`src/design/hhl_pkg.sv`:
```
// Shared types and constants of the humidistat hysteresis lockout block.
package hhl_pkg;

   localparam int HUM_W   = 7;
   localparam int TEMP_W  = 8;
   localparam int MARGIN_W = 6;
   localparam int COUNT_W = 16;
   localparam int CSR_INDEX_W = 2;
   localparam int CSR_DATA_W  = 16;

   localparam logic [MARGIN_W-1:0] ENGAGE_RESET    = MARGIN_W'(3);
   localparam logic [MARGIN_W-1:0] DISENGAGE_RESET = MARGIN_W'(3);
   localparam logic [COUNT_W-1:0]  LOCKOUT_RESET   = COUNT_W'(60000);

   typedef enum logic [1:0] {
      OP_SAMPLE = 2'd0,
      OP_TICK   = 2'd1,
      OP_STATUS = 2'd2
   } op_type;

   typedef enum logic [CSR_INDEX_W-1:0] {
      CSR_ENGAGE_MARGIN    = 2'd0,
      CSR_DISENGAGE_MARGIN = 2'd1,
      CSR_LOCKOUT_TICKS    = 2'd2
   } csr_index_type;

   typedef struct packed {
      logic                      relay;
      logic                      lockout;
      logic [COUNT_W-1:0]        count;
      logic                      display;
      logic                      seen;
      logic [HUM_W-1:0]          last_hum;
      logic [HUM_W-1:0]          last_sp;
      logic signed [TEMP_W-1:0]  last_temp;
   } state_type;

   typedef struct packed {
      logic [MARGIN_W-1:0] engage_margin;
      logic [MARGIN_W-1:0] disengage_margin;
      logic [COUNT_W-1:0]  lockout_ticks;
   } cfg_type;

endpackage

```
`src/design/hhl_if.sv`:
```
// Channel interfaces: request, response and register write.
interface hhl_req_if;
   logic                              valid;
   logic                              ready;
   logic [1:0]                        operation;
   logic [hhl_pkg::HUM_W-1:0]         humidity;
   logic signed [hhl_pkg::TEMP_W-1:0] temperature;
   logic [hhl_pkg::HUM_W-1:0]         setpoint;

   modport source (output valid, operation, humidity, temperature, setpoint, input ready);
   modport sink (input valid, operation, humidity, temperature, setpoint, output ready);
endinterface

interface hhl_rsp_if;
   logic                         valid;
   logic                         ready;
   logic                         relay_on;
   logic                         locked_out;
   logic                         display_changed;
   logic [hhl_pkg::COUNT_W-1:0]  lockout_remaining;

   modport source (output valid, relay_on, locked_out, display_changed, lockout_remaining,
                   input ready);
   modport sink (input valid, relay_on, locked_out, display_changed, lockout_remaining,
                 output ready);
endinterface

interface hhl_csr_if;
   logic                            valid;
   logic                            ready;
   logic [hhl_pkg::CSR_INDEX_W-1:0] index;
   logic [hhl_pkg::CSR_DATA_W-1:0]  data;

   modport source (output valid, index, data, input ready);
   modport sink (input valid, index, data, output ready);
endinterface

```
`src/design/hhl_sample.sv`:
```
// Sample handling: change detection, hysteresis decision and lockout release.
module hhl_sample (
   input  hhl_pkg::state_type            cur,
   input  hhl_pkg::cfg_type              cfg,
   input  logic [hhl_pkg::HUM_W-1:0]     humidity,
   input  logic signed [hhl_pkg::TEMP_W-1:0] temperature,
   input  logic [hhl_pkg::HUM_W-1:0]     setpoint,
   output hhl_pkg::state_type            nxt
);
   import hhl_pkg::*;

   logic             first;
   logic [HUM_W:0]   engage_sum;
   logic [HUM_W:0]   release_sum;

   // sums are one bit wider than the fields so the compares never wrap
   assign engage_sum  = {1'b0, setpoint} + {{(HUM_W+1-MARGIN_W){1'b0}}, cfg.engage_margin};
   assign release_sum = {1'b0, humidity} + {{(HUM_W+1-MARGIN_W){1'b0}}, cfg.disengage_margin};
   assign first = !cur.seen;

   always_comb begin
      nxt = cur;
      if (cur.lockout && (cur.count == '0)) begin
         nxt.lockout = 1'b0;
      end
      if (first || (temperature != cur.last_temp)) begin
         nxt.last_temp = temperature;
         nxt.display   = 1'b1;
      end
      if (first || (humidity != cur.last_hum) || (setpoint != cur.last_sp)) begin
         nxt.last_hum = humidity;
         nxt.last_sp  = setpoint;
         nxt.display  = 1'b1;
         if (engage_sum < {1'b0, humidity}) begin
            if (!cur.relay && !nxt.lockout) begin
               nxt.relay = 1'b1;
            end
         end else if ({1'b0, setpoint} > release_sum) begin
            if (cur.relay) begin
               nxt.relay   = 1'b0;
               nxt.lockout = 1'b1;
               nxt.count   = cfg.lockout_ticks;
            end
         end
      end
      nxt.seen = 1'b1;
   end

endmodule

```
`src/design/humidistat_hysteresis_lockout.sv`:
```
// Top level of the humidistat relay controller with minimum off-time lockout.
//
// Channels: req_port takes one word per item (operation, humidity, temperature,
// setpoint); operation selects sample, millisecond tick or status read.
// rsp_port returns exactly one word per request: relay state, lockout state,
// pending display flag (value before a status read clears it) and the remaining
// lockout count. csr_port writes the engage margin, disengage margin and lockout
// length; it is always ready and must be used only while the block is idle, not
// enforced by the block. The response word is registered and valid in the cycle
// after the request is taken. One word per cycle while rsp_port.ready is high,
// set by the single state register update feeding the response register.
// Stall: the response register holds its word while rsp_port.ready is low; a
// new request is taken in the same cycle the held word leaves, so req_port.ready
// is low only while a word waits and the receiver is not taking it.
// Reset (synchronous): relay off, lockout active with a full 60000 tick count,
// margins 3, display flag clear, next sample counted as a change.
module humidistat_hysteresis_lockout (
   input  logic    clock,
   input  logic    reset,
   hhl_req_if.sink   req_port,
   hhl_rsp_if.source rsp_port,
   hhl_csr_if.sink   csr_port
);
   import hhl_pkg::*;

   state_type st_ff, st_in, sample_nxt;
   cfg_type   cfg_ff, cfg_in;
   logic      rsp_valid_ff, rsp_valid_in;
   logic      relay_out_ff, lockout_out_ff, display_out_ff;
   logic [COUNT_W-1:0] count_out_ff;
   logic      shown;
   logic      req_take;
   logic      csr_take;
   op_type    op;

   hhl_sample u_sample (
      .cur         (st_ff),
      .cfg         (cfg_ff),
      .humidity    (req_port.humidity),
      .temperature (req_port.temperature),
      .setpoint    (req_port.setpoint),
      .nxt         (sample_nxt)
   );

   assign op           = op_type'(req_port.operation);
   assign req_port.ready = !rsp_valid_ff || rsp_port.ready;
   assign req_take     = req_port.valid && req_port.ready;
   assign csr_port.ready = 1'b1;
   assign csr_take     = csr_port.valid;

   always_comb begin
      st_in = st_ff;
      shown = st_ff.display;
      case (op)
         OP_SAMPLE: begin
            st_in = sample_nxt;
            shown = sample_nxt.display;
         end
         OP_TICK: begin
            if (st_ff.count != '0) begin
               st_in.count = st_ff.count - COUNT_W'(1);
            end
         end
         OP_STATUS: begin
            st_in.display = 1'b0;
         end
         default: begin
         end
      endcase
   end

   always_comb begin
      cfg_in = cfg_ff;
      if (csr_take) begin
         case (csr_index_type'(csr_port.index))
            CSR_ENGAGE_MARGIN:    cfg_in.engage_margin    = csr_port.data[MARGIN_W-1:0];
            CSR_DISENGAGE_MARGIN: cfg_in.disengage_margin = csr_port.data[MARGIN_W-1:0];
            CSR_LOCKOUT_TICKS:    cfg_in.lockout_ticks    = csr_port.data[COUNT_W-1:0];
            default: begin
            end
         endcase
      end
   end

   assign rsp_valid_in = req_take || (rsp_valid_ff && !rsp_port.ready);

   always_ff @(posedge clock) begin
      if (reset) begin
         st_ff.relay     <= 1'b0;
         st_ff.lockout   <= 1'b1;
         st_ff.count     <= LOCKOUT_RESET;
         st_ff.display   <= 1'b0;
         st_ff.seen      <= 1'b0;
         st_ff.last_hum  <= '0;
         st_ff.last_sp   <= '0;
         st_ff.last_temp <= '0;
         cfg_ff.engage_margin    <= ENGAGE_RESET;
         cfg_ff.disengage_margin <= DISENGAGE_RESET;
         cfg_ff.lockout_ticks    <= LOCKOUT_RESET;
         rsp_valid_ff <= 1'b0;
      end else begin
         if (req_take) begin
            st_ff <= st_in;
         end
         cfg_ff       <= cfg_in;
         rsp_valid_ff <= rsp_valid_in;
      end
   end

   // response payload, loaded with each taken request
   always_ff @(posedge clock) begin
      if (req_take) begin
         relay_out_ff   <= st_in.relay;
         lockout_out_ff <= st_in.lockout;
         display_out_ff <= shown;
         count_out_ff   <= st_in.count;
      end
   end

   assign rsp_port.valid             = rsp_valid_ff;
   assign rsp_port.relay_on          = relay_out_ff;
   assign rsp_port.locked_out        = lockout_out_ff;
   assign rsp_port.display_changed   = display_out_ff;
   assign rsp_port.lockout_remaining = count_out_ff;

`ifndef NO_ASSERTIONS
   // engaging needs no lockout and releasing sets it, so both never hold together
   a_relay_not_locked: assert property (@(posedge clock) disable iff (reset)
      !(st_ff.relay && st_ff.lockout))
      else $error("relay engaged during lockout");

   // the display flag is only ever set by a sample
   a_display_needs_sample: assert property (@(posedge clock) disable iff (reset)
      !st_ff.seen |-> !st_ff.display)
      else $error("display flag set before any sample");

   a_word_follows_take: assert property (@(posedge clock) disable iff (reset)
      req_take |=> rsp_valid_ff)
      else $error("taken request produced no response word");

   a_tick_decrements: assert property (@(posedge clock) disable iff (reset)
      (req_take && (op == OP_TICK) && (st_ff.count != '0))
      |=> (st_ff.count == $past(st_ff.count) - COUNT_W'(1)))
      else $error("tick did not decrement lockout count");
`endif

endmodule
```
`src/flat_wrapper.sv`:
```
// flat-port wrapper written by rule: the top's interface ports become plain ports
module humidistat_hysteresis_lockout_flat import hhl_pkg::*;
  (clock, reset, req_port_valid, req_port_operation, req_port_humidity, req_port_temperature, req_port_setpoint, req_port_ready, rsp_port_valid, rsp_port_relay_on, rsp_port_locked_out, rsp_port_display_changed, rsp_port_lockout_remaining, rsp_port_ready, csr_port_valid, csr_port_index, csr_port_data, csr_port_ready);
  hhl_req_if req_port_i ();
  hhl_rsp_if rsp_port_i ();
  hhl_csr_if csr_port_i ();
  input  logic clock;
  input  logic reset;
  input wire logic [$bits(req_port_i.valid)-1:0] req_port_valid;
  input wire logic [$bits(req_port_i.operation)-1:0] req_port_operation;
  input wire logic [$bits(req_port_i.humidity)-1:0] req_port_humidity;
  input wire logic [$bits(req_port_i.temperature)-1:0] req_port_temperature;
  input wire logic [$bits(req_port_i.setpoint)-1:0] req_port_setpoint;
  output wire logic [$bits(req_port_i.ready)-1:0] req_port_ready;
  output wire logic [$bits(rsp_port_i.valid)-1:0] rsp_port_valid;
  output wire logic [$bits(rsp_port_i.relay_on)-1:0] rsp_port_relay_on;
  output wire logic [$bits(rsp_port_i.locked_out)-1:0] rsp_port_locked_out;
  output wire logic [$bits(rsp_port_i.display_changed)-1:0] rsp_port_display_changed;
  output wire logic [$bits(rsp_port_i.lockout_remaining)-1:0] rsp_port_lockout_remaining;
  input wire logic [$bits(rsp_port_i.ready)-1:0] rsp_port_ready;
  input wire logic [$bits(csr_port_i.valid)-1:0] csr_port_valid;
  input wire logic [$bits(csr_port_i.index)-1:0] csr_port_index;
  input wire logic [$bits(csr_port_i.data)-1:0] csr_port_data;
  output wire logic [$bits(csr_port_i.ready)-1:0] csr_port_ready;
  assign req_port_i.valid = req_port_valid;
  assign req_port_i.operation = req_port_operation;
  assign req_port_i.humidity = req_port_humidity;
  assign req_port_i.temperature = req_port_temperature;
  assign req_port_i.setpoint = req_port_setpoint;
  assign req_port_ready = req_port_i.ready;
  assign rsp_port_valid = rsp_port_i.valid;
  assign rsp_port_relay_on = rsp_port_i.relay_on;
  assign rsp_port_locked_out = rsp_port_i.locked_out;
  assign rsp_port_display_changed = rsp_port_i.display_changed;
  assign rsp_port_lockout_remaining = rsp_port_i.lockout_remaining;
  assign rsp_port_i.ready = rsp_port_ready;
  assign csr_port_i.valid = csr_port_valid;
  assign csr_port_i.index = csr_port_index;
  assign csr_port_i.data = csr_port_data;
  assign csr_port_ready = csr_port_i.ready;
  humidistat_hysteresis_lockout u_core (.clock(clock), .reset(reset), .req_port(req_port_i), .rsp_port(rsp_port_i), .csr_port(csr_port_i));
endmodule
```
`config.mk`:
```
export PLATFORM = sky130hd
export DESIGN_NAME = humidistat_hysteresis_lockout_flat
export DESIGN_NICKNAME = d
export VERILOG_FILES = /design/src/design/hhl_pkg.sv /design/src/design/hhl_if.sv /design/src/design/hhl_sample.sv /design/src/design/humidistat_hysteresis_lockout.sv /design/src/flat_wrapper.sv
export SDC_FILE = /design/constraint.sdc
export NUM_CORES = 1
export LEC_CHECK = 0
export BUFFER_PORTS_ARGS = -buffer_cell sky130_fd_sc_hd__buf_4
export CORE_AREA = 2 2 135 137
export CTS_CLUSTER_DIAMETER = 40
export DETAILED_ROUTE_END_ITERATION = 12
export DIE_AREA = 0 0 137 139
export PLACE_DENSITY = 0.53
export SLEW_MARGIN = 40
export SYNTH_ARGS = -nofsm -noshare
export SYNTH_HDL_FRONTEND = slang
export SYNTH_SLANG_ARGS = --single-unit
```
`constraint.sdc`:
```
create_clock -name clock -period 6 [get_ports clock]
set_input_delay 0 -clock clock [delete_from_list [all_inputs] [get_ports clock]]
set_output_delay 0 -clock clock [all_outputs]
set_load 0.05 [all_outputs]
```
==> impl_results.md, run 1 <==
- Core Area: 17700 um2
- HP Class: input port to flip-flop
- Pwr/cell area: 232 nW/um2
- Initial cell density of the core: 28.5%
- RSZ-0062 raised after global routing: false
- Status: completed
- Antenna cells: 0
- Root Buffer: clkbuf_16
- Fin crit period: 4.37 ns
- Reg clk slew, reported paths: 0.07 ns
- Clock buffer depth: 2
- I/O pin count: 69
- Initial antenna violation count: 0
- Antenna Violating Nets Remaining: 0
- Area after DPL: 5740 um2
- Vias post-DR: 4484
- Max Fclk: 229 MHz
- Hold path cells: 3
- Global-route wire length before repair: 22300 um
- Syn_nets: 642
- Largest net degree at the start of global routing: 59
- DP HPWL: 9950 um
- Reg2Reg Setup Slack: 1.67 ns
- Post-synth ARST share: 0%
- Final GP Congestion: 0.838
- Fin area: 6430 um2
- PortBufs: 67
- R2R cell count: 15
- Max_slew headroom: 45.5%
- Drt total wl: 13600 um
- Synth cell types: 64
- Worst EP arrival: 4.48 ns
- Finished Core Util: 36.4%
- Seq/Total Area, Yosys: 39.7%
- Drt first pass iters: 6
- Post_cts resized: 0
- #FFs+latches synth: 90
- Setup CP Type: input port to flip-flop
- Gr usage total: 14.8%
- Critical Path Fanout Max: 20
- H-tree levels: 3
- CTS buffer count: 9
- TritonCTS clock tree: done
- Share of layout cells above drive strength 1: 15.7%
- Worst VDD drop: 0.000175 V
- Setup Fix Bufs, Post-CTS: 0
- GRT Residual Overflow: 0
- Post-Synth Simple-Gate Area: 21.5%
- Startpoint types: input port
- Cts-stage hold buffer count: 40
- Post-Syn Instances: 567
- Most used flip-flop cell after synthesis: dfxtp_1
- Post-Synth XOR/XNOR Area: 5.58%
- Leakage Power: 2.50 nW
- Largest family of logic cells by synthesized area: simple AND/OR/NAND/NOR gates
- Detailed Route Iter0 Violations: 260
- Hold Violations, Final: 0
- Number of synthesized flops with an enable pin: 19
- Die ar.: 19000 um2
- Die width: 137 um
- Synth Area per Inst: 8.86 um2
- Placement Rows: 49
- Drt drc: 0
- Max Cap Viol: 0
- Complex-gate fraction of the synthesized area: 16.0%
- Reg-to-reg critical path startpoint: u_core.cfg_ff[16]
- Most common cell after layout, fill and taps aside: buf_4
- Hold path endpoint: u_core.st_ff[25]
- Total negative setup slack: 0 ns
- Worst slew pin tran: 0.817 ns
- Adder-Cell Fraction of Synth Area: 7.27%
- Nets: 739
- Vias/cell: 4.99
- Post-DR wirelength/cell: 15.1 um
- Synth-to-layout area growth: 27.9%
- Multiplexer share of the synthesized area: 5.98%
- Most frequent cells in the layout: buf_4 (72), dfxtp_1 (71), nand2_1 (59), nor2_1 (58), dlygate4sd3_1 (40)
- Hold_sp: req_port_operation[0]
- RR Endpoint: u_core.rsp_port.lockout_remaining[6]
- Clk_lat worst skew: 0.36 ns
- Crit share post-route: 72.8%
- Die height: 139 um
- Synth warnings: 0
- Fin Clk Skew: 0.0128 ns
- Vias in the first global route: 4573
- Final setup violation count: 0
- Worst setup EP type: flip-flop
- Clk sink count: 90
- Mapped cell area: 5020 um2
- Slew Viols, Final: 0
- Worst EP required: 6.11 ns
==> where the power goes <==
group / switching [mW] / internal, mW
Sequential: 0.0192 / 0.645
Combinational: 0.162 / 0.125
Clock: 0.254 / 0.287
==> final cells by class <==
class                      instances  area (um2)
clock inverter                     6        48.8
multi-input combinational        426        2840
inverter                          25        93.8
tap                              229         287
fill                            1825       11200
timing repair buffer             112         941
clock buffer                      10         229
sequential                        90        1990
==> cells in the mapped netlist, types with 2 or more instances <==
master     n  area share, %
dfxtp_1   71             28
nand2_1   59            4.4
nor2_1    58            4.3
a21oi_1   31            3.1
mux2i_1   30            6.0
xnor2_1   30            5.2
nor3_1    29            2.9
ha_1      26            6.5
inv_1     24            1.8
edfxtp_1  19             11
o21ai_0   19            1.9
nand3_1   18            1.8
clkbuf_1  17            1.3
o211ai_1  10            1.5
nor4_1     9            1.1
nand4_1    8            1.0
a211oi_1   7            1.0
a21o_1     7            1.0
nand2b_1   6           0.75
nor2b_1    6           0.75
a221oi_1   5           0.87
buf_1      4           0.30
buf_2      4           0.40
o21a_1     4           0.60
o21bai_1   4           0.60
or3_1      4           0.50
nand3b_1   3           0.45
o21ai_1    3           0.30
o22ai_1    3           0.37
or4_1      3           0.45
a211o_1    2           0.35
a221o_1    2           0.40
a221oi_2   2           0.60
a22oi_1    2           0.30
and3_2     2           0.30
fa_1       2           0.80
nor3b_1    2           0.30
o221ai_1   2           0.35
o311ai_2   2           0.65
o31ai_1    2           0.30
o32ai_1    2           0.35
xor2_1     2           0.35
==> critical path, stage by stage <==
cell,delay (ns)
dlygate4sd3_1,0.54
buf_4,0.16
ha_1,0.22
fa_1,0.42
a21o_1,0.18
a21oi_1,0.22
o21bai_1,0.10
a21oi_1,0.21
xnor2_1,0.16
ha_1,0.27
nand3_1,0.12
nor2_1,0.07
a21oi_1,0.13
nand3_1,0.27
or3_1,0.78
and3_2,0.37
a211o_1,0.27
==> registers in the layout, indices dropped and copies added (netlist names) <==
signal and cells:
u_core.rsp_port.locked_out 1, u_core.rsp_port.lockout_remaining 16, u_core.st_ff 42, u_core.rsp_port.valid 1, u_core.cfg_ff 28, u_core.rsp_port.display_changed 1
u_core.rsp_port.relay_on 1
==> per-stage QoR <==
stage	setup slack, ns	instances	hold slack [ns]	power, mW
floorplan	2.57	567	0.124	0.854
global placement	1.98	842	0.217	0.938
detailed placement	1.77	842	0.219	0.945
CTS	1.74	898	0.0560	1.51
global route	1.40	898	0.0761	1.58
finish	1.63	898	0.0625	1.49
==> worst max-delay path by stage <==
stage | slack (ns) | from | end | cells after the start
6_report | 1.63 | req_port_humidity[0] | u_core.rsp_port.lockout_remaining[6] | 17
5_1_grt | 1.40 | req_port_humidity[0] | u_core.rsp_port.lockout_remaining[6] | 17
4_1_cts | 1.74 | req_port_humidity[0] | u_core.rsp_port.lockout_remaining[6] | 17
3_5_place_dp | 1.77 | u_core.cfg_ff[16] | u_core.rsp_port.lockout_remaining[6] | 15
3_3_place_gp | 1.98 | u_core.cfg_ff[16] | u_core.rsp_port.lockout_remaining[6] | 15
2_1_floorplan | 2.57 | u_core.cfg_ff[16] | u_core.rsp_port.lockout_remaining[9] | 16
==> per-layer routing <==
metal / part of all wire, % / up-vias / track usage, %
met4: 1.0 / 0 / 3.58
li1: - / 2235 / -
met2: 50 / 84 / 25.5
met3: 4.4 / 11 / 4.09
met1: 45 / 2154 / 18.1
met5: 0 / - / 0
==> logic make-up (layout without fill, tap and decap cells) <==
| family | after synthesis | in the layout |
|---|---|---|
| fa+ha+maj | 28 | 28 |
| flops | 90 | 90 |
| simple gates | 219 | 219 |
| buf+inv | 51 | 153 |
| other cells | 1 | 1 |
| mux | 30 | 30 |
| xor+xnor | 32 | 32 |
| compound gates | 116 | 116 |
Power figures use the tool's default switching activity.
==> run 2, diff against run 1 <==
clock period = 4.3 ns   (was 6 ns; I/O delays follow)
==> run 2 against run 1 <==
Die area unchanged. Sequential share of layout area fell by 0.090 points. First-iteration DRC count fell by 35%. Worst hold slack improved by 0.0088 ns. Register-to-register slack got worse by 1.3 ns. Sequential power rose by 40%. Via count increased by 0.51%. Combinational power is 40% higher. Design area up 0.29%.
==> impl_results.md, run 2 (synthesis gave the netlist of run 1 again) <==
- Worst EP arrival: 4.19 ns (was 4.48 ns)
- Initial antenna violation count: 0 (unchanged)
- Worst setup EP type: flip-flop (unchanged)
- Status: completed (unchanged)
- RR Endpoint: u_core.st_ff[28] (was u_core.rsp_port.lockout_remaining[6])
- Register with the most flip-flops: u_core.st_ff (unchanged)
- RSZ-0062 raised after global routing: false (unchanged)
- Multi-input gate area: 2840 um2 (unchanged)
- Clk sink count: 90 (unchanged)
- Hold Violations, Final: 0 (unchanged)
- Most common cell after layout, fill and taps aside: buf_4 (unchanged)
- Largest net degree at the start of global routing: 59 (unchanged)
- CTS buffer count: 9 (unchanged)
- # placed instances: 844 (was 842)
- Synth-to-layout area growth: 28.3% (was 27.9%)
- Detailed Route Iter0 Violations: 169 (was 260)
- Die ar.: 19000 um2 (unchanged)
- Clk_lat worst skew: 0.35 ns (was 0.36 ns)
- DP HPWL: 10100 um (was 9950 um)
- Max Cap Viol: 0 (unchanged)
- CP startpoint: req_port_humidity[0] (unchanged)
- Core Area: 17700 um2 (unchanged)
- PortBufs: 67 (unchanged)
- Total negative setup slack: 0 ns (unchanged)
- Die height: 139 um (unchanged)
- Finished Layout Cells: 900 (was 898)
- Final setup violation count: 0 (unchanged)
- Worst VDD drop: 0.000247 V (was 0.000175 V)
- HP Class: input port to flip-flop (unchanged)
- Drt total wl: 13800 um (was 13600 um)
- TritonCTS clock tree: done (unchanged)
- Dpl ws: 0.309 ns (was 1.77 ns)
- Drt drc: 0 (unchanged)
- Most frequent cells in the layout: buf_4 (74), dfxtp_1 (71), nand2_1 (59), nor2_1 (58), dlygate4sd3_1 (40) (was buf_4 (72), dfxtp_1 (71), nand2_1 (59), nor2_1 (58), dlygate4sd3_1 (40))
- CP Capture Point: u_core.st_ff[28] (was u_core.rsp_port.lockout_remaining[6])
- Total power draw: 2.08 mW (was 1.49 mW)
- Share of layout cells above drive strength 1: 16.1% (was 15.7%)
- Hold slack final: 0.0713 ns (was 0.0625 ns)
- Max reg flops: 42 (unchanged)
- Vias/cell: 5.01 (was 4.99)
- Final GP Congestion: 0.852 (was 0.838)
- Crit share post-route: 91.4%
- Final WS setup: 0.370 ns (was 1.63 ns)
- GRT Residual Overflow: 0 (unchanged)
- Reg clk slew, reported paths: 0.07 ns (about the same)
- Leakage Power: 2.51 nW (was 2.50 nW)
- Worst slew pin tran: 0.783 ns (was 0.817 ns)
- Worst EP required: 4.56 ns (was 6.11 ns)
- Nets: 741 (was 739)
- Initial cell density of the core: 28.5% (unchanged)
- Drt first pass iters: 4 (was 6)
- Critical Path Fanout Max: 12 (was 20)
- Placement Rows: 49 (unchanged)
- Gr usage total: 14.9% (was 14.8%)
- Pwr/cell area: 323 nW/um2 (was 232 nW/um2)
- H-tree levels: 3 (unchanged)
- I/O pin count: 69 (unchanged)
- Clock buffer depth: 2 (unchanged)
- Die width: 137 um (unchanged)
- Post-DR wirelength/cell: 15.4 um (was 15.1 um)
- Root Buffer: clkbuf_16 (unchanged)
- Max_slew headroom: 47.8% (was 45.5%)
- R2R cell count: 16 (was 15)
- Fin Clk Skew: 0.00883 ns (was 0.0128 ns)
- Vias post-DR: 4507 (was 4484)
- Max Fclk: 254 MHz
- Startpoint types: input port (unchanged)
- Global-route wire length before repair: 22300 um (about the same)
- Antenna Violating Nets Remaining: 0 (unchanged)
- Fin crit period: 3.93 ns
- Setup CP Type: input port to flip-flop (unchanged)
- Reg2Reg Setup Slack: 0.42 ns (was 1.67 ns)
- Vias in the first global route: 4465 (was 4573)
- Antenna cells: 0 (unchanged)
- Reg-to-reg critical path startpoint: u_core.cfg_ff[16] (unchanged)
- FF/Latch Area: 1990 um2 (unchanged)
- Slew Viols, Final: 0 (unchanged)
- Fillers: 1829 (was 1825)
run 2: how the worst min path moves through the flow:
stage	cells past startpoint	startpoint	end	slack, ns
after floorplan	2	csr_port_data[11]	u_core.cfg_ff[11]	0.12
after global placement	3	csr_port_data[13]	u_core.cfg_ff[13]	0.22
after detailed placement	3	csr_port_data[13]	u_core.cfg_ff[13]	0.22
after CTS	2	req_port_operation[0]	u_core.rsp_port.lockout_remaining[1]	0.06
after global routing	2	req_port_operation[0]	u_core.rsp_port.lockout_remaining[1]	0.07
final	3	req_port_operation[0]	u_core.st_ff[25]	0.07
run 2: layer usage:
metal	up-vias	part of all wire, %	GRT usage (%)
met2	86	51	25.8
met3	8	4.6	3.91
met5	-	0	0
met1	2167	44	18.2
li1	2246	-	-
met4	0	0.69	3.47
run 2: final cells by class:
type | count | share of cell area, %
clock buffer | 11 | 3.77
clock inverter | 5 | 0.602
inverter | 25 | 1.46
multi-input combinational | 426 | 44.0
sequential | 90 | 30.9
tap | 229 | 4.44
timing repair buffer | 114 | 14.8
run 2: critical path, cell delays in order:
cell	delay, ns
dlygate4sd3_1	0.53
buf_4	0.16
ha_1	0.22
fa_1	0.42
a21o_1	0.17
a21oi_1	0.21
o21bai_1	0.09
a21oi_1	0.21
xnor2_1	0.16
ha_1	0.27
nand3_1	0.11
nor2_1	0.06
a21oi_1	0.11
nand3_1	0.26
or3_4	0.53
buf_4	0.21
and3_2	0.21
a211oi_1	0.23
run 2: repair_timing:
item	4_1_cts	5_1_grt
buffers inserted	0	0
setup endpoints to repair	0	3
endpoints found under the hold margin	51	0
gates resized for setup	0	1
hold buffers	40	0
run 2: metrics by stage:
step / util [%] / cell area, um2
2_1_floorplan: - / 5020
3_3_place_gp: 32.6 / 5760
3_5_place_dp: 32.6 / 5760
4_1_cts: 36.5 / 6440
5_1_grt: 36.5 / 6450
6_report: 36.5 / 6450
run 2: power breakdown:
part / switching (mW) / internal, mW / total (mW)
clock: 0.343 / 0.411 / 0.754
sequential: 0.0272 / 0.901 / 0.928
combinational: 0.228 / 0.175 / 0.402
total: 0.598 / 1.49 / 2.08
==> run 3, diff against run 2 <==
PLACE_DENSITY = 0.44   (was 0.53)
==> run 3 against run 2 <==
First-iteration DRC count grew 28%. Non-clock buffer count is the same. Sequential power is essentially flat. Fmax shrank 1.5%. Global-route usage grew 0.70 points. Die area is the same. Worst hold slack gained 0.019 ns. Setup slack lost 0.058 ns. Count of clock-buffer cells in the layout grew 2. Critical path type unchanged. Largest power group unchanged. Highest routed layer unchanged.
==> impl_results.md, run 3 (synthesis gave the netlist of run 1 again) <==
- Initial antenna violation count: 0 (unchanged)
- Max Cap Viol: 0 (unchanged)
- Final setup violation count: 0 (unchanged)
- Setup CP Type: input port to flip-flop (unchanged)
- Clk pwr share: 37.5% (was 36.2%)
- Critical Path Fanout Max: 9 (was 12)
- Drt drc: 0 (unchanged)
- Switching Fraction: 27.6% (was 28.7%)
- Fillers: 1833 (was 1829)
- Finished Layout Cells: 900 (unchanged)
- Fin crit period: 3.99 ns (was 3.93 ns)
- Stages on worst setup path: 17 (was 18)
- Most frequent cells in the layout: buf_4 (74), dfxtp_1 (71), nand2_1 (59), nor2_1 (58), dlygate4sd3_1 (40) (unchanged)
- Placement Rows: 49 (unchanged)
- Delay of the slowest critical-path stage: 0.58 ns (was 0.53 ns)
- Vias in the first global route: 4580 (was 4465)
- Nets: 741 (unchanged)
- Post-DR wirelength/cell: 15.6 um (was 15.4 um)
- FF/Latch Area: 1990 um2 (unchanged)
- PortBufs: 67 (unchanged)
- Worst EP required: 4.40 ns (was 4.56 ns)
- Gate power share: 18.8% (was 19.3%)
- Reg2Reg Setup Slack: 0.36 ns (was 0.42 ns)
- Synth-to-layout area growth: 28.4% (was 28.3%)
- Detailed Route Iter0 Violations: 217 (was 169)
- Share of layout cells above drive strength 1: 15.4% (was 16.1%)
- Fin Clk Skew: 0.00887 ns (was 0.00883 ns)
- Max Fclk: 251 MHz (was 254 MHz)
- Total negative setup slack: 0 ns (unchanged)
- Slew Viols, Final: 0 (unchanged)
- Critical-path cell list: dlygate4sd3_1 -> buf_4 -> ha_1 -> fa_1 -> a21o_1 -> a21oi_1 -> o21bai_1 -> a21oi_1 -> xnor2_1 -> ha_1 -> nand3_1 -> nor2_1 -> a21oi_1 -> nand3_1 -> or3_1 -> and3_2 -> a211o_1 (was dlygate4sd3_1 -> buf_4 -> ha_1 -> fa_1 -> a21o_1 -> a21oi_1 -> o21bai_1 -> a21oi_1 -> xnor2_1 -> ha_1 -> nand3_1 -> nor2_1 -> a21oi_1 -> nand3_1 -> or3_4 -> buf_4 -> and3_2 -> a211oi_1)
- Worst slew pin tran: 0.833 ns (was 0.783 ns)
- Internal power: 1.54 mW (was 1.49 mW)
- # placed instances: 844 (unchanged)
- Register with the most flip-flops: u_core.st_ff (unchanged)
- Core Area: 17700 um2 (unchanged)
- Gr usage total: 15.6% (was 14.9%)
- Clock buffer depth: 2 (unchanged)
- H-tree levels: 3 (unchanged)
- Initial cell density of the core: 28.5% (unchanged)
- Vias/cell: 4.96 (was 5.01)
- Worst VDD drop: 0.000211 V (was 0.000247 V)
- Max_slew headroom: 44.4% (was 47.8%)
- Most common cell after layout, fill and taps aside: buf_4 (unchanged)
- CTS buffer count: 9 (unchanged)
- Multi-input gate area: 2830 um2 (was 2840 um2)
- Final GP Congestion: 0.834 (was 0.852)
- Largest net degree at the start of global routing: 59 (unchanged)
- Root Buffer: clkbuf_16 (unchanged)
- Crit share post-route: 92.7% (was 91.4%)
- DP HPWL: 10300 um (was 10100 um)
- Max reg flops: 42 (unchanged)
- GRT Residual Overflow: 0 (unchanged)
- Antenna Violating Nets Remaining: 0 (unchanged)
- Drt total wl: 14100 um (was 13800 um)
- Post_cts resized: 0 (unchanged)
- Sequential power share: 43.7% (was 44.5%)
- Clk_lat worst skew: 0.36 ns (was 0.35 ns)
- Die ar.: 19000 um2 (unchanged)
- Worst setup EP type: flip-flop (unchanged)
- TritonCTS clock tree: done (unchanged)
- Die height: 139 um (unchanged)
- Vias post-DR: 4460 (was 4507)
- Most frequent CP cell: a21oi_1 (unchanged)
- Reg clk slew, reported paths: 0.07 ns (about the same)
- Critical Path Slowest Stage Cell: or3_1 (was dlygate4sd3_1)
- Psw: 586 uW (was 598 uW)
- I/O pin count: 69 (unchanged)
- Worst EP arrival: 4.09 ns (was 4.19 ns)
- CP top delay family: simple AND/OR/NAND/NOR gates (unchanged)
- Hold path cells: 3 (unchanged)
- R2R cell count: 15 (was 16)
- Die width: 137 um (unchanged)
- Clk sink count: 90 (unchanged)
- Hold Violations, Final: 0 (unchanged)
- Status: completed (unchanged)
- Global-route wire length before repair: 23200 um (was 22300 um)
- HP Class: input port to flip-flop (unchanged)
- RSZ-0062 raised after global routing: false (unchanged)
- Antenna cells: 0 (unchanged)
- Drt first pass iters: 4 (unchanged)
- Pwr/cell area: 330 nW/um2 (was 323 nW/um2)
- Buf+Inv Stages, Crit Path: 2 (was 3)
- Startpoint types: input port (unchanged)
- Leakage Power: 2.51 nW (about the same)
==> run 3: changes by cell type in the layout (fill, tap and decap cells not counted) <==
cell,before,now
clkbuf_1,1,3
clkinv_4,2,0
bufinv_16,0,1
clkinv_1,1,2
clkinvlp_4,1,0
inv_1,23,24
inv_2,1,0
inv_6,1,0
or3_1,3,4
or3_4,2,1
==> run 3: power by group through the flow <==
stage / sequential (mW) / clock (mW) / combinational, mW
floorplan: 0.976 / 0 / 0.215
global placement: 0.946 / 0 / 0.366
detailed placement: 0.947 / 0 / 0.373
CTS: 0.928 / 0.823 / 0.404
global route: 0.933 / 0.853 / 0.445
finish: 0.929 / 0.798 / 0.399
==> run 3: layer usage <==
layer / track usage [%] / share of wire [%] / vias up
met5: 0 / 0 / -
met4: 4.77 / 1.8 / 0
met3: 3.22 / 3.7 / 15
met2: 27.0 / 49 / 80
met1: 19.2 / 46 / 2125
li1: - / - / 2240
==> run 3: worst reg2reg max path: cells and delay by family, from the launching register on <==
family,cells,cell delay (ns)
compound gates,6,1.09
xor+xnor,1,0.15
fa+ha+maj,3,0.88
flops,1,0.31
simple gates,5,1.25
==> run 3: area by class of cell <==
type / instances / area share, %
Tap cell: 229 / 4.44
Clock buffer: 13 / 3.88
Multi-Input combinational cell: 426 / 43.9
Inverter: 25 / 1.46
Sequential cell: 90 / 30.9
Timing Repair Buffer: 114 / 14.8
Clock inverter: 3 / 0.601
==> run 3: timing repair <==
item,CTS,global route
hold buffers,40,0
buffers inserted,0,0
hold endpoints to repair,51,0
==> run 3: path summary, 6_finish.rpt <==
check	startpoint	endpoint
worst max register to register	u_core.cfg_ff[16]	u_core.rsp_port.lockout_remaining[6]
worst min-delay path	req_port_operation[1]	u_core.st_ff[36]
worst min register to register	u_core.cfg_ff[1]	u_core.cfg_ff[1]
worst max-delay path	req_port_humidity[0]	u_core.rsp_port.lockout_remaining[6]
==> run 3: per-stage QoR <==
| step | area [um2] | total power [mW] | hold WS, ns | utilization [%] | worst slack (ns) |
|---|---|---|---|---|---|
| finish | 6450 | 2.13 | 0.0903 | 36.5 | 0.312 |
| global route | 6450 | 2.23 | 0.106 | 36.5 | 0.0683 |
| CTS | 6450 | 2.16 | 0.0775 | 36.5 | 0.311 |
| detailed placement | 5760 | 1.32 | 0.223 | 32.6 | 0.365 |
| global placement | 5760 | 1.31 | 0.226 | 32.6 | 0.502 |
| floorplan | 5020 | 1.19 | 0.124 | - | 0.875 |
